`src/rtl/knn_pkg.sv`:
```
// Shared widths, constants and types of the splay predictor.
`default_nettype none
package knn_pkg;
   localparam int CAB_W        = 5;
   localparam int MAX_CABINETS = 16;
   localparam int VAL_W        = 16;
   localparam int SQ_SUM_W     = 34;
   localparam int SQ_W         = 50;
   localparam int ROOT_W       = 25;
   localparam int W_W          = 26;
   localparam int SUMW_W       = 29;
   localparam int APROD_W      = 43;
   localparam int ACC_W        = 46;
   localparam int DIV_NUM_W    = 50;
   localparam int DIV_DEN_W    = 38;
   localparam int TENTHS_W     = 12;
   localparam int EPS_Q16      = 66;
   localparam int FB_SCALE     = 160;

   typedef logic [ROOT_W-1:0]    root_type;
   typedef logic [SQ_W-1:0]      radicand_type;
   typedef logic [DIV_NUM_W-1:0] div_num_type;
   typedef logic [DIV_DEN_W-1:0] div_den_type;
endpackage
`default_nettype wire

```
`src/rtl/knn_sqrt.sv`:
```
// Integer square root, two radicand bits per cycle.
`default_nettype none
module knn_sqrt (
   input  wire logic                  clock,
   input  wire logic                  reset,
   input  wire logic                  start,
   input  wire knn_pkg::radicand_type radicand,
   output logic                       done,
   output knn_pkg::root_type          root
);
   localparam int SW    = knn_pkg::SQ_W;
   localparam int STEPS = SW / 2;
   localparam int CW    = $clog2(STEPS + 1);

   logic [SW-1:0] v_ff, v_in;
   logic [SW-1:0] r_ff, r_in;
   logic [SW-1:0] bit_ff, bit_in;
   logic [CW-1:0] cnt_ff, cnt_in;
   logic          busy_ff, busy_in;
   logic          done_ff, done_in;
   logic [SW-1:0] trial;

   always_comb begin
      v_in    = v_ff;
      r_in    = r_ff;
      bit_in  = bit_ff;
      cnt_in  = cnt_ff;
      busy_in = busy_ff;
      done_in = 1'b0;
      trial   = r_ff + bit_ff;
      if (start) begin
         v_in    = radicand;
         r_in    = '0;
         bit_in  = SW'(1) << (SW - 2);
         cnt_in  = CW'(STEPS);
         busy_in = 1'b1;
      end else if (busy_ff) begin
         if (v_ff >= trial) begin
            v_in = v_ff - trial;
            r_in = (r_ff >> 1) + bit_ff;
         end else begin
            r_in = r_ff >> 1;
         end
         bit_in = bit_ff >> 2;
         cnt_in = cnt_ff - CW'(1);
         if (cnt_ff == CW'(1)) begin
            busy_in = 1'b0;
            done_in = 1'b1;
         end
      end
   end

   always_ff @(posedge clock) begin
      if (reset) begin
         busy_ff <= 1'b0;
         done_ff <= 1'b0;
         cnt_ff  <= '0;
      end else begin
         busy_ff <= busy_in;
         done_ff <= done_in;
         cnt_ff  <= cnt_in;
      end
      v_ff   <= v_in;
      r_ff   <= r_in;
      bit_ff <= bit_in;
   end

   assign done = done_ff;
   assign root = r_ff[knn_pkg::ROOT_W-1:0];
endmodule
`default_nettype wire

```
`config.mk`:
```
export PLATFORM = sky130hd
export DESIGN_NAME = knn_sqrt
export DESIGN_NICKNAME = d
export VERILOG_FILES = /design/src/rtl/knn_pkg.sv /design/src/rtl/knn_sqrt.sv
export SDC_FILE = /design/constraint.sdc
export NUM_CORES = 1
export LEC_CHECK = 0
export ABC_AREA = 1
export ABC_CLOCK_PERIOD_IN_PS = 15950
export BUFFER_PORTS_ARGS = -buffer_cell sky130_fd_sc_hd__buf_2
export CAP_MARGIN = 15
export CORE_UTILIZATION = 55
export CTS_BUF_LIST = sky130_fd_sc_hd__clkbuf_2 sky130_fd_sc_hd__clkbuf_4 sky130_fd_sc_hd__clkbuf_8
export CTS_CLUSTER_DIAMETER = 100
export DETAILED_ROUTE_END_ITERATION = 10
export MAX_ROUTING_LAYER = met4
export PLACE_DENSITY = 0.75
export SETUP_SLACK_MARGIN = 0.05
export SYNTH_ARGS = -nofsm -noshare
export SYNTH_HDL_FRONTEND = slang
export SYNTH_SLANG_ARGS = --single-unit
```
`constraint.sdc`:
```
create_clock -name clock -period 15.95 [get_ports clock]
set_input_delay 3.19 -clock clock [delete_from_list [all_inputs] [get_ports clock]]
set_output_delay 3.19 -clock clock [all_outputs]
set_load 0.05 [all_outputs]
```
After elaboration in Yosys (flattened, before gate mapping) --
Index checks and enable logic that the tools add are counted.
Storage, ports and cells: register bits after elaboration 132, bits of input ports 53, output and inout bits 26, word-level logic and storage cells 29
Cells by class: $add $sub $neg 4, order comparisons 1, eq/ne operators 1, multiplexer cells 10, bitwise gates (word level) 1, reduce and logical (&&, ||, !) cells 5
Operators by type and width (number):
- 2-to-1 mux 50 bit | 4
- adder 49 x 49 -> 50 bit | 1
- adder 50 x 49 -> 50 bit | 1
- greater-or-equal comparator 50 bit | 1
- subtractor 50 bit | 1
- 2-to-1 mux 5 bit | 2
- == test 5 x 1 -> 1 bit, second input constant | 1
- subtractor 5 x 1 -> 5 bit, second input constant | 1
- 2-to-1 mux 1 bit | 4
- nonzero test 2 bit | 2
- OR reduction 3 bit | 1
- AND reduction 2 bit | 1
- OR reduction 2 bit | 1
- inverter 1 bit | 1

Longest topological paths before layout --
Gate-level depths: netlist (run 1).
depth in word-level cells 5, gate-level depth with buffers 29, depth with buffers taken out 28

Worst setup path after synthesis (run 1) --
No wires, ideal clock.
kind input to register, from input start, to register v_ff[0] (enable), library setup time 0.488 ns, arrival time 6.548 ns, required time 15.462 ns, setup slack 8.915 ns, cell stages on the path 4, buffers on the path 2, cells stage by stage clkbuf_1 > inv_1 > clkbuf_1 > a31oi_1
Between the ends: word-level cells in the longest chain between the ends 2, elaborated cells between the ends (all ways) 3, those cells by class reduce/logical: 3
Ends and longest elaborated chain:
- start: declaration | line knn_sqrt.sv:6 | input wire logic start,
- nonzero test 2 bit (no source line)
- AND reduction 2 bit (no source line) (*)
- end signal: assignment | line knn_sqrt.sv:63 | v_ff <= v_in;
- end: declaration | line knn_sqrt.sv:15 | logic [SW-1:0] v_ff, v_in;
Mark *: on every way between the ends. The rest lies on a longest branch, timed or not. A chain may end at the register's enable or synchronous reset.

Final worst setup path (run 1) --
from register r_ff[12], to register r_ff[42]
Between the ends: word-level cells in the longest chain between the ends 3, elaborated cells between the ends (all ways) 4, those cells by class add/sub: 2; order compare: 1; mux: 1
Ends and longest elaborated chain:
- start: declaration | line knn_sqrt.sv:16 | logic [SW-1:0] r_ff, r_in;
- start signal: assignment | line knn_sqrt.sv:64 | r_ff <= r_in;
- adder 50 x 49 -> 50 bit | line knn_sqrt.sv:30 | trial = r_ff + bit_ff;
- greater-or-equal comparator 50 bit | line knn_sqrt.sv:38 | if (v_ff >= trial) begin
- 2-to-1 mux 50 bit (*) | line knn_sqrt.sv:38
Marked as above.

==> metrics.csv, run 1 <==
stage;metric;value;unit
floorplan;die_area;29120;µm²
cells_and_area;fillers;2889;
logic_synthesis;yosysWarnings;0;
sta;setup_viol;0;
logic_synthesis;synthesis.nets;2931;
clock_tree;cts_hold_buf;0;
logic_synthesis;synth.cell_area;15650;µm²
job;drv_cap;0;
logic_synthesis;syn_inst;2773;
power;switching_share;53.88;%
drt;drt_iter0_markers;1933;
critical_path;critical_path_class;reg2reg;
clock_tree;cts_buffers;17;
critical_path;cpMaxStageDelayCell;dfxtp_1;
critical_path;path_max_fanout;51;
sta;fin_crit_sh;34.68;%
critical_path;critPathRequiredTime;16.35;ns
grt;grt_first_pass_wirelength;88.27;mm
clock_tree;postCtsResizedCells;0;
sta;slew_violations;0;
drt;drc_errors;0;
logic_synthesis;yosys_most_used_dff;dfxtp_1;
grt;grt_pass1_vias;17040;
placed_design;placed_area;16100;µm²
drt;drtAntennaViolNets;0;
critical_path;critPathLaunchType;flip-flop;
logic_synthesis;synth_seq_cells;132;
sta;period_needed;5.531;ns
placed_design;port_buffers;78;
sta;tns;0;ns
critical_path;end_kind;flip-flop;
logic_synthesis;synthArstFlopShare;0;%
clock_tree;cts_tree;done;
drt;drt_pass1_iterations;5;
critical_path;r2r_setup_slack;10.42;ns
power;p_int;1.026;mW
grt;overflow;0;
logic_synthesis;synth_seq_area_share;20.09;%
critical_path;critPathArrivalTime;5.93;ns
grt;grt_max_degree;56;
floorplan;core;27860;µm²
sta;worst_clock_skew;0.02377;ns
logic_synthesis;synth.distinct_cells;45;
cells_and_area;n_antenna_cell;0;
drt;dr_total_vias;17930;
cells_and_area;syn_to_final_growth;5.270;%
power;power.density;135.1;nW/µm²
floorplan;die_height;170.7;µm
logic_synthesis;netlist.area_leader.share;23.68;%
critical_path;crit_path_cell_trace;ha_1 -> nand2_1 -> o21ai_0 -> a21oi_1 -> and2_1 -> nand2_1 -> xor2_1 -> ha_1 -> a21oi_1 -> o21ai_0 -> inv_1 -> nand2_1 -> inv_1 -> nand2_2 -> nand2_4 -> nand3_4 -> nand2_1 -> nand2_1 -> nand2_1 -> nand2_1;
cells_and_area;regArea;3143;µm²
clock_tree;cts_buffer_depth;2;
sta;rsz0062_at_grt;false;
critical_path;crit_buf_inv;2;
floorplan;die_w;170.7;µm
logic_synthesis;synthTopCellsByArea;nand2_1, inv_1, dfxtp_1;
drt;routedWlPerCell;18.01;µm
placed_design;dp_hpwl;46.36;mm
power;pwr-share-seq;24.2;%
floorplan;initial_core_util;56.16;%
floorplan;boundaryPins;79;
sta;slew_headroom;35.66;%
floorplan;row_count;61;
clock_tree;cts_max_level;4;
cells_and_area;design_area;16470;µm²
critical_path;slowest_delay;0.69;ns
power;power_leakage;8.348;nW
sta;fmax;180.8;MHz
cells_and_area;multi_input_area;10300;µm²
cells_and_area;drive_gt1_share;5.847;%
logic_synthesis;synth_area_leader_cell;nand2_1;
power;p_comb_share;62.7;%
critical_path;cp_top_family;simple AND/OR/NAND/NOR gates;
clock_tree;clkLatencyLatePin;0.51;ns
cells_and_area;nets;2950;
outcome;status;complete, no violations;
drt;wl;57.34;mm
clock_tree;cts_setup_buffers;0;
grt;antenna_found_initial;0;
logic_synthesis;synth_edf_count;50;
placed_design;gp_congestion;1.000;
drt;vias_per_cell;5.632;
critical_path;crit_top_cell;nand2_1;
clock_tree;cts.sinks;132;
power;p_sw;1.199;mW
logic_synthesis;synth.avg_cell_area;5.642;µm²
sta;hold_violations;0;
sta;worstMarginPinSlew;0.9651;ns
power;clkPwrFrac;13.1;%
power;vdd.ir_drop.worst;102.4;µV
clock_tree;cts_root_buffer;clkbuf_8;
grt;grt_usage;41.17;%
min_path;hp-class;reg2reg;
clock_tree;cts.clk_slew.worst_paths;0.09;ns
[through the flow]
step	hold WS, ns	setup slack (ns)	power, mW	util, %	instances
after floorplan	0.4422	8.915	1.558	-	2773
after global placement	0.4551	10.25	1.862	57.78	3151
after detailed placement	0.4746	10.18	1.898	57.78	3151
after CTS	0.4861	10.63	2.187	59.12	3183
after global routing	0.5053	10.09	2.396	59.12	3183
final	0.4871	10.42	2.225	59.12	3183
[power by group through the flow]
stage          Clock [mW]  Combinational [mW]  Sequential [mW]
3_5_place_dp            0                1.36            0.542
3_3_place_gp            0                1.32            0.538
4_1_cts             0.290                1.36            0.534
5_1_grt             0.302                1.55            0.544
6_report            0.292                1.39            0.539
2_1_floorplan           0                1.05            0.504
[synth_stat cells, types with 2 or more instances]
cell type	n
o31ai_1	2
o21ai_0	106
inv_2	10
nand4_1	37
nand3_1	255
buf_6	5
clkbuf_1	19
nor3_1	20
xor2_1	48
a21oi_1	129
nor2_2	8
inv_1	448
a31oi_1	8
o21a_1	3
buf_1	8
a21oi_2	2
nor2_4	2
clkinv_1	2
xnor2_1	25
and3_1	2
o21ai_1	13
nand3_2	2
nor4_1	7
a211oi_1	2
dfxtp_1	82
buf_4	25
nor2_1	254
or2_2	16
and2_1	2
o211ai_1	3
o21bai_1	12
edfxtp_1	50
nand2_1	987
nand3b_1	10
buf_2	29
a21o_1	4
o22ai_1	25
ha_1	104
[flip-flops by register name (all words and copies together) (netlist names)]
signal and count:
bit_ff 25, busy_ff 1, cnt_ff 5, done 1, r_ff 50, v_ff 50
[worst register-to-register path, stage by stage (launching register included)]
cell and delay [ns]:
dfxtp_1 0.69, ha_1 0.32, nand2_1 0.11, o21ai_0 0.39, a21oi_1 0.20, and2_1 0.20, nand2_1 0.17, xor2_1 0.36
ha_1 0.38, a21oi_1 0.21, o21ai_0 0.17, inv_1 0.08, nand2_1 0.10, inv_1 0.08, nand2_2 0.11, nand2_4 0.44
nand3_4 0.68, nand2_1 0.50, nand2_1 0.10, nand2_1 0.09, nand2_1 0.05
[placed cells by master (no fill, tap or decap), types with 37 or more instances in the layout]
cell type	Yosys	final
buf_2	29	78
nor2_1	254	253
a21oi_1	129	129
dfxtp_1	82	82
edfxtp_1	50	50
nand3_1	255	255
xor2_1	48	48
inv_1	448	448
o21ai_0	106	106
nand4_1	37	37
nand2_1	987	987
ha_1	104	104
[area by class of cell]
| type | count | area share [%] |
|---|---|---|
| clock buffers | 18 | 1.504 |
| repair buffers | 86 | 2.735 |
| inverters | 460 | 10.48 |
| well taps | 378 | 2.872 |
| flip-flops and latches | 132 | 19.08 |
| clock inverters | 14 | 0.7673 |
| multi-input cells | 2095 | 62.55 |
[cell families after synthesis]
logic type | Yosys count | synth area share (%)
simple gates | 1606 | 42.49
buf+inv | 546 | 14.17
compound gates | 311 | 10.72
flops | 132 | 20.09
fa+ha+maj | 105 | 8.445
xor+xnor | 73 | 4.087
[layer usage]
| metal | share of wire, % | vias to the layer above | track usage [%] |
|---|---|---|---|
| met5 | 0 | - | - |
| met4 | 6.8 | 0 | 27.26 |
| met3 | 7.0 | 211 | 4.256 |
| met2 | 47 | 859 | 69.35 |
| met1 | 39 | 8062 | 46.35 |
| li1 | - | 8794 | - |
[final timing paths]
path / start / endpoint / cells after the start
worst max-delay path: r_ff[12]$_SDFFE_PP0P_ / r_ff[42]$_SDFFE_PP0P_ / 20
worst min-delay path: cnt_ff[4]$_SDFFE_PP0P_ / cnt_ff[4]$_SDFFE_PP0P_ / 2
worst max register to register: r_ff[12]$_SDFFE_PP0P_ / r_ff[42]$_SDFFE_PP0P_ / 20
worst min register to register: cnt_ff[4]$_SDFFE_PP0P_ / cnt_ff[4]$_SDFFE_PP0P_ / 2
Power figures use the tool's default switching activity.
==> run 2, diff against run 1 <==
--- a/config.mk
+++ b/config.mk
@@ -6,7 +6,7 @@
 export NUM_CORES = 1
 export LEC_CHECK = 0
 export ABC_AREA = 1
-export ABC_CLOCK_PERIOD_IN_PS = 15950
+export ABC_CLOCK_PERIOD_IN_PS = 5550
 export BUFFER_PORTS_ARGS = -buffer_cell sky130_fd_sc_hd__buf_2
 export CAP_MARGIN = 15
 export CORE_UTILIZATION = 55
==> constraint.sdc (replaced) <==
create_clock -name clock -period 5.55 [get_ports clock]
set_input_delay 1.11 -clock clock [delete_from_list [all_inputs] [get_ports clock]]
set_output_delay 1.11 -clock clock [all_outputs]
set_load 0.05 [all_outputs]
==> run 2 against run 1 <==
Compared with the run above: non-clock buffer count up 15; utilization grew 0.59 points; worst hold slack got worse by 0.013 ns; clock power grew to 3.0 times the previous value; combinational power grew to 3.0 times the previous value; critical endpoint is now r_ff[5]$_SDFFE_PP0P_.
==> metrics.csv, run 2 (same netlist as run 1, synthesis figures left out) <==
stage;metric;value;unit
clock_tree;cts_tree;done;
drt;wl;59.51;mm
floorplan;die_height;170.7;µm
sta;timing.final.ws_setup;0.7083;ns
floorplan;row_count;61;
drt;dr_total_vias;18240;
placed_design;port_buffers;78;
clock_tree;postCtsResizedCells;0;
cells_and_area;drive_gt1_share;6.348;%
cells_and_area;final_util;59.71;%
cells_and_area;nets;2965;
sta;rsz0062_at_grt;false;
clock_tree;cts_root_buffer;clkbuf_8;
clock_tree;cts_setup_buffers;0;
floorplan;die_area;29120;µm²
grt;grt_pass1_vias;17070;
power;power.density;392.7;nW/µm²
cells_and_area;n_antenna_cell;0;
floorplan;core;27860;µm²
drt;routedWlPerCell;18.61;µm
sta;hold_violations;0;
outcome;status;complete, no violations;
sta;tns;0;ns
clock_tree;cts.clk_slew.worst_paths;0.09;ns
drt;drtAntennaViolNets;0;
drt;drt_pass1_iterations;8;
cells_and_area;layout_common_cells;nand2_1, inv_1, nand3_1, nor2_1, a21oi_1;
sta;whs;0.4745;ns
grt;antenna_found_initial;0;
critical_path;path_max_fanout;24;
cells_and_area;largestRegisters;r_ff: 50 flops, v_ff: 50 flops, bit_ff: 25 flops;
cells_and_area;syn_to_final_growth;6.326;%
job;drv_cap;0;
sta;worstMarginPinSlew;0.9214;ns
min_path;min-delay-start;cnt_ff[4]$_SDFFE_PP0P_;
sta;period_needed;4.842;ns
power;power.total;6.533;mW
grt;grt_first_pass_wirelength;90.54;mm
min_path;hp-class;reg2reg;
placed_design;dp_hpwl;47.83;mm
cells_and_area;fillers;2899;
critical_path;critical_path_class;reg2reg;
sta;setup_viol;0;
power;power_leakage;8.440;nW
sta;fmax;206.5;MHz
drt;drc_errors;0;
critical_path;critPathRequiredTime;5.97;ns
grt;grt_usage;42.46;%
sta;worst_clock_skew;0.02161;ns
clock_tree;clkLatencyLatePin;0.52;ns
floorplan;die_w;170.7;µm
critical_path;r2r-start;r_ff[14]$_SDFFE_PP0P_;
grt;grt_max_degree;67;
clock_tree;cts.sinks;132;
drt;vias_per_cell;5.705;
critical_path;critPathLaunchType;flip-flop;
drt;drt_iter0_markers;1949;
cells_and_area;final_common_cell;nand2_1;
grt;overflow;0;
floorplan;initial_core_util;56.16;%
clock_tree;cts_hold_buf;0;
sta;slew_headroom;38.19;%
critical_path;critPathArrivalTime;5.26;ns
floorplan;boundaryPins;79;
sta;slew_violations;0;
critical_path;end_kind;flip-flop;
clock_tree;cts_buffers;17;
critical_path;critPathLaunch;r_ff[14]$_SDFFE_PP0P_;
power;vdd.ir_drop.worst;347.0;µV
sta;fin_crit_sh;87.24;%
clock_tree;cts_max_level;4;
placed_design;pre_cts_ws;0.9095;ns
placed_design;gp_congestion;1.034;
clock_tree;cts_buffer_depth;2;
==> run 2: worst max-delay path: stages, from the launching register on <==
cell and delay (ns):
dfxtp_1 0.56, ha_1 0.35, nand2_1 0.13, o21ai_0 0.15, nand2_1 0.13, o21ai_0 0.18, a31oi_1 0.44, inv_1 0.19
a21oi_1 0.20, xor2_1 0.35, ha_1 0.35, nand2_1 0.11, inv_1 0.06, nand2_1 0.06, nand2_1 0.06, a21oi_1 0.26
nand2_1 0.12, nand3_1 0.13, nand3_4 0.32, buf_12 0.30, nand2_1 0.07, nand3_1 0.07, nand2_1 0.08, inv_1 0.04
==> run 2: cell type report <==
class                           instances  area (µm²)  area share (%)
Timing Repair Buffer                  101       600.6           3.610
Inverter                              460        1727           10.38
Tap cell                              378       473.0           2.843
Clock buffer                           18       241.5           1.452
Multi-Input combinational cell       2095       10310           61.96
Clock inverter                         14       142.6          0.8575
Sequential cell                       132        3143           18.89
==> run 2: final timing paths <==
check | endpoint | slack (ns) | cells past startpoint
setup / recovery | r_ff[5]$_SDFFE_PP0P_ | 0.71 | 23
hold / removal | cnt_ff[4]$_SDFFE_PP0P_ | 0.47 | 2
setup reg to reg | r_ff[5]$_SDFFE_PP0P_ | 0.71 | 23
hold reg to reg | cnt_ff[4]$_SDFFE_PP0P_ | 0.47 | 2
==> run 2: report_power, final <==
part | internal (mW) | switching, mW | leakage (nW) | total [mW]
Clock | 0.373 | 0.493 | 0.194 | 0.866
Sequential | 1.32 | 0.196 | 1.16 | 1.52
Combinational | 1.33 | 2.82 | 7.08 | 4.15
==> run 2: per-stage QoR <==
| step | instance area (µm²) | cells |
|---|---|---|
| 2_1_floorplan | 15650 | 2773 |
| 3_3_place_gp | 16250 | 3166 |
| 3_5_place_dp | 16250 | 3166 |
| 4_1_cts | 16630 | 3198 |
| 5_1_grt | 16630 | 3198 |
| 6_report | 16630 | 3198 |
==> run 2: layer usage <==
layer,GRT usage [%],vias to the layer above,part of all wire (%)
li1,-,8830,-
met1,48.45,8260,39
met2,71.48,940,47
met3,5.644,213,8.0
met4,24.32,0,6.1
met5,-,-,0
