--- config.mk ---
export PLATFORM = sky130hd
export DESIGN_NAME = knn_div
export DESIGN_NICKNAME = d
export VERILOG_FILES = /design/src/rtl/knn_pkg.sv /design/src/rtl/knn_div.sv
export SDC_FILE = /design/constraint.sdc
export NUM_CORES = 1
export LEC_CHECK = 0
export BUFFER_PORTS_ARGS = -buffer_cell sky130_fd_sc_hd__buf_4
export CAP_MARGIN = 20
export CORE_MARGIN = 5
export CORE_UTILIZATION = 55
export DETAILED_ROUTE_END_ITERATION = 7
export GPL_TIMING_DRIVEN = 0
export PLACE_DENSITY = 0.79
export SLEW_MARGIN = 25
export SYNTH_ARGS = -nofsm -noshare
export SYNTH_HDL_FRONTEND = slang
export SYNTH_SLANG_ARGS = --single-unit
--- constraint.sdc ---
create_clock -name clock -period 3.5 [get_ports clock]
set_input_delay 0.175 -clock clock [delete_from_list [all_inputs] [get_ports clock]]
set_output_delay 0.175 -clock clock [all_outputs]
set_load 0.05 [all_outputs]
--- src/rtl/knn_pkg.sv ---
// Shared widths, constants and types of the splay predictor.
`default_nettype none
package knn_pkg;
   localparam int CAB_W        = 5;
   localparam int MAX_CABINETS = 16;
   localparam int VAL_W        = 16;
   localparam int SQ_SUM_W     = 34;
   localparam int SQ_W         = 50;
   localparam int ROOT_W       = 25;
   localparam int W_W          = 26;
   localparam int SUMW_W       = 29;
   localparam int APROD_W      = 43;
   localparam int ACC_W        = 46;
   localparam int DIV_NUM_W    = 50;
   localparam int DIV_DEN_W    = 38;
   localparam int TENTHS_W     = 12;
   localparam int EPS_Q16      = 66;
   localparam int FB_SCALE     = 160;

   typedef logic [ROOT_W-1:0]    root_type;
   typedef logic [SQ_W-1:0]      radicand_type;
   typedef logic [DIV_NUM_W-1:0] div_num_type;
   typedef logic [DIV_DEN_W-1:0] div_den_type;
endpackage
`default_nettype wire

--- src/rtl/knn_div.sv ---
// Restoring divider, one quotient bit per cycle.
`default_nettype none
module knn_div (
   input  wire logic                clock,
   input  wire logic                reset,
   input  wire logic                start,
   input  wire knn_pkg::div_num_type num,
   input  wire knn_pkg::div_den_type den,
   output logic                     done,
   output knn_pkg::div_num_type     quot
);
   localparam int NW = knn_pkg::DIV_NUM_W;
   localparam int DW = knn_pkg::DIV_DEN_W;
   localparam int CW = $clog2(NW + 1);

   logic [DW-1:0] rem_ff, rem_in;
   logic [NW-1:0] q_ff, q_in;
   logic [DW-1:0] den_ff, den_in;
   logic [CW-1:0] cnt_ff, cnt_in;
   logic          busy_ff, busy_in;
   logic          done_ff, done_in;
   logic [DW:0]   trial;

   always_comb begin
      rem_in  = rem_ff;
      q_in    = q_ff;
      den_in  = den_ff;
      cnt_in  = cnt_ff;
      busy_in = busy_ff;
      done_in = 1'b0;
      trial   = {rem_ff, q_ff[NW-1]};
      if (start) begin
         rem_in  = '0;
         q_in    = num;
         den_in  = den;
         cnt_in  = CW'(NW);
         busy_in = 1'b1;
      end else if (busy_ff) begin
         // shift in the next numerator bit, subtract when it fits
         if (trial >= {1'b0, den_ff}) begin
            rem_in = DW'(trial - {1'b0, den_ff});
            q_in   = {q_ff[NW-2:0], 1'b1};
         end else begin
            rem_in = trial[DW-1:0];
            q_in   = {q_ff[NW-2:0], 1'b0};
         end
         cnt_in = cnt_ff - CW'(1);
         if (cnt_ff == CW'(1)) begin
            busy_in = 1'b0;
            done_in = 1'b1;
         end
      end
   end

   always_ff @(posedge clock) begin
      if (reset) begin
         busy_ff <= 1'b0;
         done_ff <= 1'b0;
         cnt_ff  <= '0;
      end else begin
         busy_ff <= busy_in;
         done_ff <= done_in;
         cnt_ff  <= cnt_in;
      end
      rem_ff <= rem_in;
      q_ff   <= q_in;
      den_ff <= den_in;
   end

   assign done = done_ff;
   assign quot = q_ff;
endmodule
`default_nettype wire

Word-level counts from Yosys, hierarchy flattened. Index checks and enable logic that the tools add are counted.

Logic and storage cells: 25. Flip-flop bits (word level): 134. Input port bits: 91. Output and inout port bits: 51.

$add $sub $neg: 2. Bitwise gates (word level): 1. Mux-type cells: 10. Reductions and logical operators: 3. Equality and inequality tests: 1. Magnitude comparators: 1.

Operators with widths (count): $mux 50 (2); $ge 39x38->1 (1); $mux 38 (1); $sub 38x38->38 (1); $mux 6 (2); $eq 6x1->1 const B (1); $sub 6x1->6 const B (1); $mux 1 (5); $reduce_or 3->1 (1); $reduce_bool 2->1 (1); $reduce_or 2->1 (1); $not 1->1 (1).

Longest topological paths before layout. Gate-level depths: netlist (run 1).

Word-level depth: 4. Gate-level depth with buffers: 13. Gate-level depth less buffers: 13.

Worst setup path before layout (run 1). No wires, ideal clock.

Path type: register -> register. Start: register q_ff[49], in the netlist quot[49]. End: register rem_ff[34]. Library setup time: 0.071 ns. Clock period less this slack: 3.154 ns. Data arrival time: 3.083 ns. Setup slack: 0.346 ns. Stages on the path, launching flop included: 14. Buffers on the path: 0. Required time: 3.429 ns. Cells stage by stage: edfxtp_1 inv_1 ha_1 inv_1 fa_1 a21o_1 a221oi_2 o311a_1 a2111oi_4 o2111a_1 a221oi_1 xnor2_1 nand3_1 a21oi_1.

Word-level cells in the longest chain between the ends: 2. Elaborated cells between the ends (all ways): 3. Those cells by class: 1 x add/sub; 1 x order compare; 1 x mux.

RTL lines: from (decl) (RTL line knn_div.sv:17) `logic [NW-1:0] q_ff, q_in;`; from (signal assigned) (RTL line knn_div.sv:66) `q_ff <= q_in;`; $sub 38x38->38 or $ge 39x38->1 (tied branches) (RTL line knn_div.sv:41, knn_div.sv:40); $mux 38 * (RTL line knn_div.sv:40) `if (trial >= {1'b0, den_ff}) begin`; to (signal assigned) (RTL line knn_div.sv:65) `rem_ff <= rem_in;`; to (decl) (RTL line knn_div.sv:16) `logic [DW-1:0] rem_ff, rem_in;`.

Every way passes the cells marked *; elsewhere a longest branch is shown, timed or not. A chain may end at the register's enable or synchronous reset.

Worst setup path after layout (run 1). Ends and elaborated chain as after synthesis.

==> results of run 1 <==
## final cells by class
class                   instances  share of cell area, %
inverters                      47                   1.81
clock inverters                14                   1.56
flip-flops and latches        134                   36.5
plain buffers                  36                   1.70
repair buffers                179                   14.9
well taps                     176                   2.25
clock buffers                  18                   4.39
multi-input cells             497                   36.9
## through the flow
step                      cell area [sq um]  util [%]  worst slack (ns)  hold slack, ns
after CTS                              9760      73.4             0.153          0.0282
after detailed placement               8800      66.2             0.183           0.355
after global placement                 8770      66.0             0.173           0.353
after floorplan                        7500         -             0.346           0.274
after global routing                   9770      73.5          -0.00973          0.0275
final                                  9770      73.5             0.205          0.0409
## state kept, by name, summed over array words and instances (netlist names)
| name | cells |
|---|---|
| rem_ff | 38 |
| done | 1 |
| busy_ff | 1 |
| cnt_ff | 6 |
| den_ff | 38 |
| quot | 50 |
## synth_stat cells (8+ instances only)
cell type  count
a211oi_1       8
a21o_1        16
a21oi_1       34
a311oi_1      19
buf_2          9
clkbuf_1      22
dfxtp_1       46
edfxtp_1      88
ha_1          40
inv_1         47
mux2_2        49
nand2_1       71
nand3_1       10
nand4_1       11
nor2_1        50
nor3_1        11
o21ai_0       34
xnor2_1       22
xor2_1        13
## cells in the final DEF (no fill, tap or decap), types with 7 or more instances in the layout
cell type and count:
a211oi_1 8, a21o_1 16, a21oi_1 34, a311oi_1 19, and3_1 7, buf_2 9
buf_4 141, clkbuf_1 23, clkbuf_16 17, dfxtp_1 46, dlygate4sd3_1 38, edfxtp_1 88
ha_1 40, inv_1 46, mux2_2 49, nand2_1 71, nand3_1 10, nand4_1 11
nor2_1 50, nor2b_1 7, nor3_1 11, o21ai_0 34, xnor2_1 22, xor2_1 13
## routing by layer
metal,GRT usage [%],routed length (microns),vias to the layer above
li1,-,-,3035
met5,0,0,-
met4,7.07,310,0
met1,29.3,7950,2997
met3,10.0,1970,37
met2,42.7,9820,244
## path summary, 6_finish.rpt
kind              start         end  cells after the start
max reg2reg    quot[49]  rem_ff[34]                     13
max            quot[49]  rem_ff[34]                     13
min reg2reg  rem_ff[16]  rem_ff[16]                      2
min             num[46]    quot[46]                      2
## logic make-up after synthesis
family / after synthesis
AOI/OAI and AO/OA: 172
adders and majority gates: 41
muxes: 55
DFF: 134
and+or+nand+nor: 194
buffers and inverters: 83
xor gates and xnor gates: 35
## power groups by stage
stage          Combinational, mW  Clock (mW)  Sequential (mW)
3_5_place_dp                1.02           0             1.94
2_1_floorplan              0.493           0             2.13
5_1_grt                     1.15        1.87             1.92
3_3_place_gp               0.989           0             1.93
4_1_cts                     1.06        1.79             1.91
6_report                    1.07        1.78             1.91
## timing repair
action                                  in CTS  in global routing
endpoints found under the setup margin       0                  3
hold buffers                                38                  0
gates resized for setup                      0                  1
setup buffers                                0                  0
endpoints found under the hold margin       38                  0
==> key figures, run 1 <==
Run status
  – Status: completed

Logic synthesis
  – Cell Area, Synth: between 7000 and 8000 sq um
  – Yosys cell types: 71
  – FFs w/ async S/R, synth: 0%
  – Dominant synthesized flop cell: edfxtp_1
  – Mean post-synth cell area: between 10 and 15 sq um
  – Top cell type's share of synthesized area: between 30% and 40%
  – Cells after Synth: between 700 and 800
  – Compound-Gate Fraction of Synth Area: approximately 16%
  – Yosys warns: 0
  – Register area share after synthesis: 47.5%
  – Number of enable flip-flop cells after synthesis: around 90
  – Multiplexer share of the synthesized area: about 8.2%
  – Synth area leader: edfxtp_1
  – Post-synthesis adder-cell area fraction: roughly 7%
  – Synth Register Bits: about 130
  – Post-synthesis xor/xnor area fraction: 4.09%
  – Synth area leaders: edfxtp_1, dfxtp_1, mux2_2, ha_1, nand2_1
  – Area share of and/or/nand/nor cells after synthesis: 12.3%
  – Synth Net Count: 846
  – Main combinational cell family by area after synthesis: compound AO/OA/AOI/OAI gates

Finish
  – Post-Layout Cell Count: between 1000 and 1500
  – Multi-input gate area: approximately 3600 sq um
  – FILL cells: 922
  – FF+latch area: about 3600 sq um
  – Layout cell share with drive strength beyond 1: 27.1%
  – Area grow syn2layout: 30.3%
  – Fin nets: 1044
  – ANT cells: 0

Job
  – Max cap viols: 0

STA
  – Setup TNS: 0 ns
  – Final Max Tran Viols: 0
  – Final-report hold violation count: 0
  – Clock period minus worst slack: roughly 3.3 ns
  – Final setup viols: 0
  – Max frequency: 303 MHz
  – Normalized max-slew margin: 53.5%
  – Worst-Margin Slew: roughly 0.70 ns
  – Final period utilization: a little over nine tenths
  – Skew final: roughly 0.019 ns

Worst setup path
  – Largest delay contributor family on the critical path: compound AO/OA/AOI/OAI gates
  – Crit Path Max Fanout: 4
  – Crit. End Element: flip-flop
  – CP Launch Type: flip-flop
  – CP arrival: roughly 3.7 ns
  – Critical Path Max Stage Delay: approximately 0.46 ns
  – CP Buf/Inv Count: 2
  – Critical path required time: between 3 and 4 ns
  – Reg2Reg Setup Slack: roughly 0.20 ns
  – Slowest cell on crit path: edfxtp_1
  – Critical path class: reg2reg
  – Crit-path cells: inv_1 > ha_1 > inv_1 > fa_1 > a21o_1 > a221oi_4 > o311a_1 > a2111oi_4 > o2111a_1 > a221oi_1 > xnor2_1 > nand3_1 > a21oi_1
  – Critical path's most frequent cell: inv_1

Detailed routing
  – Iter 0 DRT Violations: between 400 and 500
  – Vias: around 6300
  – WL per Instance: roughly 18 microns
  – Via density: 5.73
  – Post-route ant nets: 0
  – Total DRC errors in the routed layout: 0
  – First-pass detailed-route iteration total: 5
  – WL final: ~20000 microns

GRT
  – GRT Overall Usage: 25.1%
  – Initial antenna violation count: 0
  – GRT overflow: 0
  – First-pass GRT wire length: 32300 microns
  – Vias in the first global route: between 6000 and 7000
  – Largest net degree at the start of global routing: 40

Floorplan
  – Die height: around 130 microns
  – Core outline area: 13300 sq um
  – DIE WIDTH: 127 microns
  – Num ports: 142
  – Initial Utilization: between 50% and 60%
  – Die ar.: approximately 16000 sq um
  – Row count: 42

Power and ir drop
  – Sequential power share: 40.1%
  – Clock network power share: 37.4%
  – Maximum VDD drop: 0.000426 V
  – PwrDens: around 490 nW/um^2
  – Switch share: between 30% and 40%
  – Comb power frac: about 23%
  – Design Power: about 4.8 mW
  – Cell Int Power: 3.31 mW
  – Pleak: roughly 4.1 nW
  – NetSw: 1.44 mW

Placed design
  – I/O Buffers: 140
  – HPWL after DPL: 14300 microns
  – GP Congestion: a little over 0.9
  – Placed Cells: roughly 1000

CTS
  – CTS tree: built
  – Clock root buffer: clkbuf_16
  – Clock-pin slew on the worst setup and hold paths: about 0.070 ns
  – CTS buffer count: 17
  – Max Root-Sink Buffers: 2
  – CTS H-tree depth: 4
  – Clk sinks: ~130
  – Worst-Skew Late Latency: roughly 0.44 ns

Worst hold path
  – Tightest Hold Check Type: in2reg
Power figures use the tool's default switching activity.
==> run 2, diff against run 1 <==
- CORE_UTILIZATION: 55 -> 51
- PLACE_DENSITY: 0.79 -> 0.77
- clock period: 3.5 -> 3 ns (I/O delays scaled with it)
==> key figures, run 2 (synthesis gave the netlist of run 1 again) <==
STA
  – Final period utilization: 99.4%
  – Final Max Tran Viols: 0
  – Worst-Margin Slew: 0.871 ns
  – Clock period minus worst slack: 2.98 ns
  – Skew final: roughly 0.011 ns
  – RSZ-0062 raised after global routing: true
  – Post-Route Hold Slack: roughly 0.018 ns
  – Final-report hold violation count: 0
  – Max frequency: 335 MHz
  – Final Worst Setup Slack: 0.0189 ns
  – Final setup viols: 0
  – Normalized max-slew margin: 41.8%

GRT
  – Largest net degree at the start of global routing: 40
  – Vias in the first global route: around 6400
  – GRT overflow: 0
  – First-pass GRT wire length: around 32000 microns
  – Initial antenna violation count: 0
  – GRT Overall Usage: a little under a quarter

Worst setup path
  – Crit. End Element: flip-flop
  – CP Launch Type: flip-flop
  – Critical Path Max Stage Delay: ~0.4 ns
  – Critical path required time: ~3.3 ns
  – Critical path class: reg2reg
  – Crit-path cells: inv_1 > ha_2 > inv_2 > fa_2 > a21o_1 > a221oi_4 > o311a_1 > a2111oi_4 > o2111a_2 > a221oi_2 > xnor2_1 > nand3_1 > a21oi_2
  – Crit Path Max Fanout: 3
  – Slowest cell on crit path: edfxtp_1
  – CP arrival: 3.32 ns

Finish
  – ANT cells: 0
  – Layout cell share with drive strength beyond 1: slightly above 30%
  – Area grow syn2layout: 35.2%
  – Commonest non-fill, non-tap cell in the layout: buf_4
  – FILL cells: about 1100
  – FF+latch area: 3560 sq um
  – Multi-input gate area: between 3000 and 4000 sq um
  – Most frequent cells in the layout: buf_4, edfxtp_1, nand2_1
  – Max reg flops: 50
  – Fin nets: roughly 1100

Placed design
  – Post-Place Worst Slack: -0.150 ns
  – HPWL after DPL: ~14000 microns
  – GP Congestion: 0.904
  – I/O Buffers: 140

Floorplan
  – Num ports: 142
  – Row count: 44
  – Core outline area: around 14000 sq um
  – Die height: 131 microns
  – Die ar.: ~17000 sq um
  – DIE WIDTH: 131 microns
  – Initial Utilization: 51.8%

CTS
  – CTS tree: built
  – Clock-pin slew on the worst setup and hold paths: ~0.060 ns
  – CTS H-tree depth: 4
  – Worst-Skew Late Latency: 0.42 ns
  – Clk sinks: 134
  – Max Root-Sink Buffers: 2
  – Clock root buffer: clkbuf_16
  – CTS buffer count: 17

Detailed routing
  – Post-route ant nets: 0
  – Vias: 6341
  – Via density: approximately 5.6
  – First-pass detailed-route iteration total: 5
  – Iter 0 DRT Violations: 396
  – WL final: between 20000 and 25000 microns
  – WL per Instance: 17.8 microns
  – Total DRC errors in the routed layout: 0

Power and ir drop
  – Maximum VDD drop: around 0.00049 V
  – PwrDens: ~560 nW/um^2
  – Pleak: 4.20 nW

Run status
  – Status: completed

Job
  – Max cap viols: 0

Worst hold path
  – Tightest Hold Check Type: in2reg
==> run 2: cell types whose count changed in the layout (fill, tap and decap cells not counted), moves of 6 or more <==
| cell | previous run | this run |
|---|---|---|
| buf_4 | 141 | 157 |
| buf_2 | 9 | 2 |
| ha_1 | 40 | 34 |
| ha_2 | 0 | 6 |
==> run 2: path summary, 6_finish.rpt <==
path	cells after the start	endpoint	from	slack (ns)
worst max-delay path	13	rem_ff[34]	quot[49]	0.02
worst min-delay path	3	quot[0]	num[0]	0.02
worst max register to register	13	rem_ff[34]	quot[49]	0.02
worst min register to register	2	rem_ff[1]	rem_ff[1]	0.49
==> run 2: what timing repair did <==
| action | 4_1_cts | 5_1_grt |
|---|---|---|
| endpoints found under the setup margin | 35 | 37 |
| resized for setup | 5 | 46 |
| gates cloned | 0 | 4 |
| pin swaps | 4 | 12 |
| hold endpoints to repair | 38 | 0 |
| hold buffers | 38 | 0 |
| setup buffers | 3 | 14 |
==> run 2: worst max-delay path: cells and delay by family, from the launching register on <==
kind | cells | cell delay, ns
adders and majority gates | 2 | 0.54
and+or+nand+nor | 1 | 0.10
AOI/OAI and AO/OA | 7 | 1.61
DFF | 1 | 0.39
buffers and inverters | 2 | 0.12
xor gates and xnor gates | 1 | 0.15
==> run 2: where the power goes <==
group | leakage (nW) | total (mW) | internal (mW) | switching [mW]
Sequential | 1.25 | 2.22 | 2.14 | 0.0824
Combinational | 2.66 | 1.29 | 0.528 | 0.764
Clock | 0.285 | 2.12 | 1.32 | 0.794
==> run 2: area by class of cell <==
class	count	share of cell area, %
timing repair buffer	199	16.0
multi-input combinational	498	37.1
inverter	47	1.74
clock inverter	12	1.51
buffer	32	1.90
clock buffer	19	4.37
sequential	134	35.2
tap	184	2.27
==> run 2: through the flow <==
stage	cell area (sq um)	instances	power [mW]	util, %	setup TNS (ns)
after floorplan	7510	714	3.07	-	-0.161
after global placement	8800	1038	3.42	60.8	-21.22
after detailed placement	8820	1039	3.44	60.9	-2.05
after CTS	9830	1110	5.60	67.9	0
after global routing	10100	1125	5.87	70.0	-0.387
final	10100	1125	5.63	70.0	0
==> run 2: routing by layer <==
| layer | up-vias | part of all wire [%] | track usage [%] |
|---|---|---|---|
| met1 | 3008 | 42 | 28.5 |
| li1 | 3072 | - | - |
| met2 | 235 | 47 | 36.3 |
| met5 | - | 0 | 0 |
| met4 | 0 | 1.8 | 6.40 |
| met3 | 26 | 9.4 | 8.64 |
==> run 3, diff against run 2 <==
==> constraint.sdc (replaced) <==
create_clock -name clock -period 3 [get_ports clock]
set_input_delay 0.3 -clock clock [delete_from_list [all_inputs] [get_ports clock]]
set_output_delay 0.3 -clock clock [all_outputs]
set_load 0.05 [all_outputs]
==> key figures, run 3 (synthesis gave the netlist of run 1 again) <==
Floorplan
  – Die ar.: 17200 sq um
  – Initial Utilization: about half
  – Die height: 131 microns
  – Num ports: ~140
  – DIE WIDTH: roughly 130 microns
  – Row count: 44
  – Core outline area: approximately 14000 sq um

STA
  – Post-Route Hold Slack: 0.0525 ns
  – RSZ-0062 raised after global routing: true
  – Max frequency: 335 MHz
  – Final setup viols: 0
  – Setup TNS: 0 ns
  – Final period utilization: between 90% and 100%
  – Skew final: 0.0108 ns
  – Normalized max-slew margin: around 41%
  – Worst-Margin Slew: 0.876 ns
  – Final-report hold violation count: 0
  – Final Max Tran Viols: 0
  – Clock period minus worst slack: between 2 and 3 ns

Worst setup path
  – CP Launch Type: flip-flop
  – Critical path class: reg2reg
  – Critical path required time: between 3 and 4 ns
  – Crit Path Max Fanout: 3
  – Slowest cell on crit path: edfxtp_1
  – CP arrival: around 3.3 ns
  – Crit-path cells: inv_1 > ha_2 > inv_2 > fa_2 > a21o_1 > a221oi_4 > o311a_1 > a2111oi_4 > o2111a_2 > a221oi_2 > xnor2_1 > nand3_1 > a21oi_2
  – Largest delay contributor family on the critical path: compound AO/OA/AOI/OAI gates
  – CP Buf/Inv Count: 2
  – Critical Path Max Stage Delay: between 0.3 and 0.4 ns
  – Crit. End Element: flip-flop

Finish
  – Commonest non-fill, non-tap cell in the layout: buf_4
  – Layout cell share with drive strength beyond 1: 32.3%
  – FILL cells: roughly 1200
  – Max reg flops: 50
  – Most frequent cells in the layout: buf_4, edfxtp_1, nand2_1
  – Fin nets: 1023
  – Design area: 9760 sq um
  – Area grow syn2layout: 30.1%
  – ANT cells: 0

Detailed routing
  – Post-route ant nets: 0
  – Vias: 6231
  – WL final: between 15000 and 20000 microns
  – Total DRC errors in the routed layout: 0
  – First-pass detailed-route iteration total: 5
  – Iter 0 DRT Violations: 370
  – WL per Instance: around 18 microns
  – Via density: roughly 5.7

CTS
  – Worst-Skew Late Latency: roughly 0.42 ns
  – Hold buffers post-CTS: 0
  – Clock root buffer: clkbuf_16
  – CTS H-tree depth: 4
  – Clk sinks: roughly 130
  – CTS tree: built
  – CTS buffer count: 17
  – Max Root-Sink Buffers: 2
  – Clock-pin slew on the worst setup and hold paths: roughly 0.060 ns

Run status
  – Status: completed

Worst hold path
  – Tightest Hold Check Type: in2reg

GRT
  – GRT overflow: 0
  – Initial antenna violation count: 0
  – Vias in the first global route: slightly above 6000
  – First-pass GRT wire length: roughly 31000 microns
  – GRT Overall Usage: approximately 22%
  – Largest net degree at the start of global routing: 40

Placed design
  – Placed cell areas: roughly 8800 sq um
  – GP Congestion: 0.904
  – I/O Buffers: 140
  – HPWL after DPL: between 10000 and 15000 microns

Power and ir drop
  – Maximum VDD drop: approximately 0.00048 V
  – Pleak: 4.04 nW
  – PwrDens: ~570 nW/um^2

Job
  – Max cap viols: 0
run 3: layer usage:
| metal | track usage, % | up-vias | routed length [microns] | share of wire (%) |
|---|---|---|---|---|
| met1 | 27.5 | 2973 | 8220 | 42 |
| met2 | 35.9 | 240 | 9250 | 47 |
| met3 | 9.10 | 29 | 1930 | 9.8 |
| met4 | 6.40 | 0 | 371 | 1.9 |
| li1 | - | 2989 | - | - |
| met5 | 0 | - | 0 | 0 |
run 3: worst paths after layout:
kind                   from          to  slack (ns)  cells past startpoint
setup / recovery   quot[49]  rem_ff[34]        0.02                     13
hold / removal      den[29]  den_ff[29]        0.05                      1
setup reg to reg   quot[49]  rem_ff[34]        0.02                     13
hold reg to reg   rem_ff[1]   rem_ff[1]        0.49                      2
run 3: layout make-up:
type | instances | area (sq um) | share of cell area [%]
well taps | 184 | 230 | 2.36
clock buffers | 19 | 443 | 4.54
inverters | 47 | 176 | 1.81
multi-input cells | 498 | 3760 | 38.5
plain buffers | 32 | 193 | 1.97
repair buffers | 161 | 1240 | 12.7
clock inverters | 12 | 153 | 1.56
flip-flops and latches | 134 | 3560 | 36.5
run 3: timing repair:
item,CTS,global route
gates resized for setup,5,46
setup endpoints to repair,35,37
endpoints found under the hold margin,0,0
setup buffers,3,14
pin swaps,4,12
cloned,0,4
run 3: power breakdown:
group | switching (mW) | internal [mW] | total (mW)
Combinational | 0.753 | 0.496 | 1.25
Sequential | 0.0816 | 2.14 | 2.22
Clock | 0.789 | 1.32 | 2.11
run 3: per-stage QoR:
| stage | std cells | setup WS [ns] | power [mW] | utilization, % |
|---|---|---|---|---|
| 6_report | 1087 | 0.0180 | 5.58 | 67.4 |
| 3_5_place_dp | 1039 | -0.150 | 3.44 | 60.9 |
| 4_1_cts | 1072 | 0.000613 | 5.56 | 65.3 |
| 2_1_floorplan | 714 | -0.0765 | 3.07 | - |
| 3_3_place_gp | 1038 | -0.564 | 3.42 | 60.8 |
| 5_1_grt | 1087 | -0.0924 | 5.82 | 67.4 |
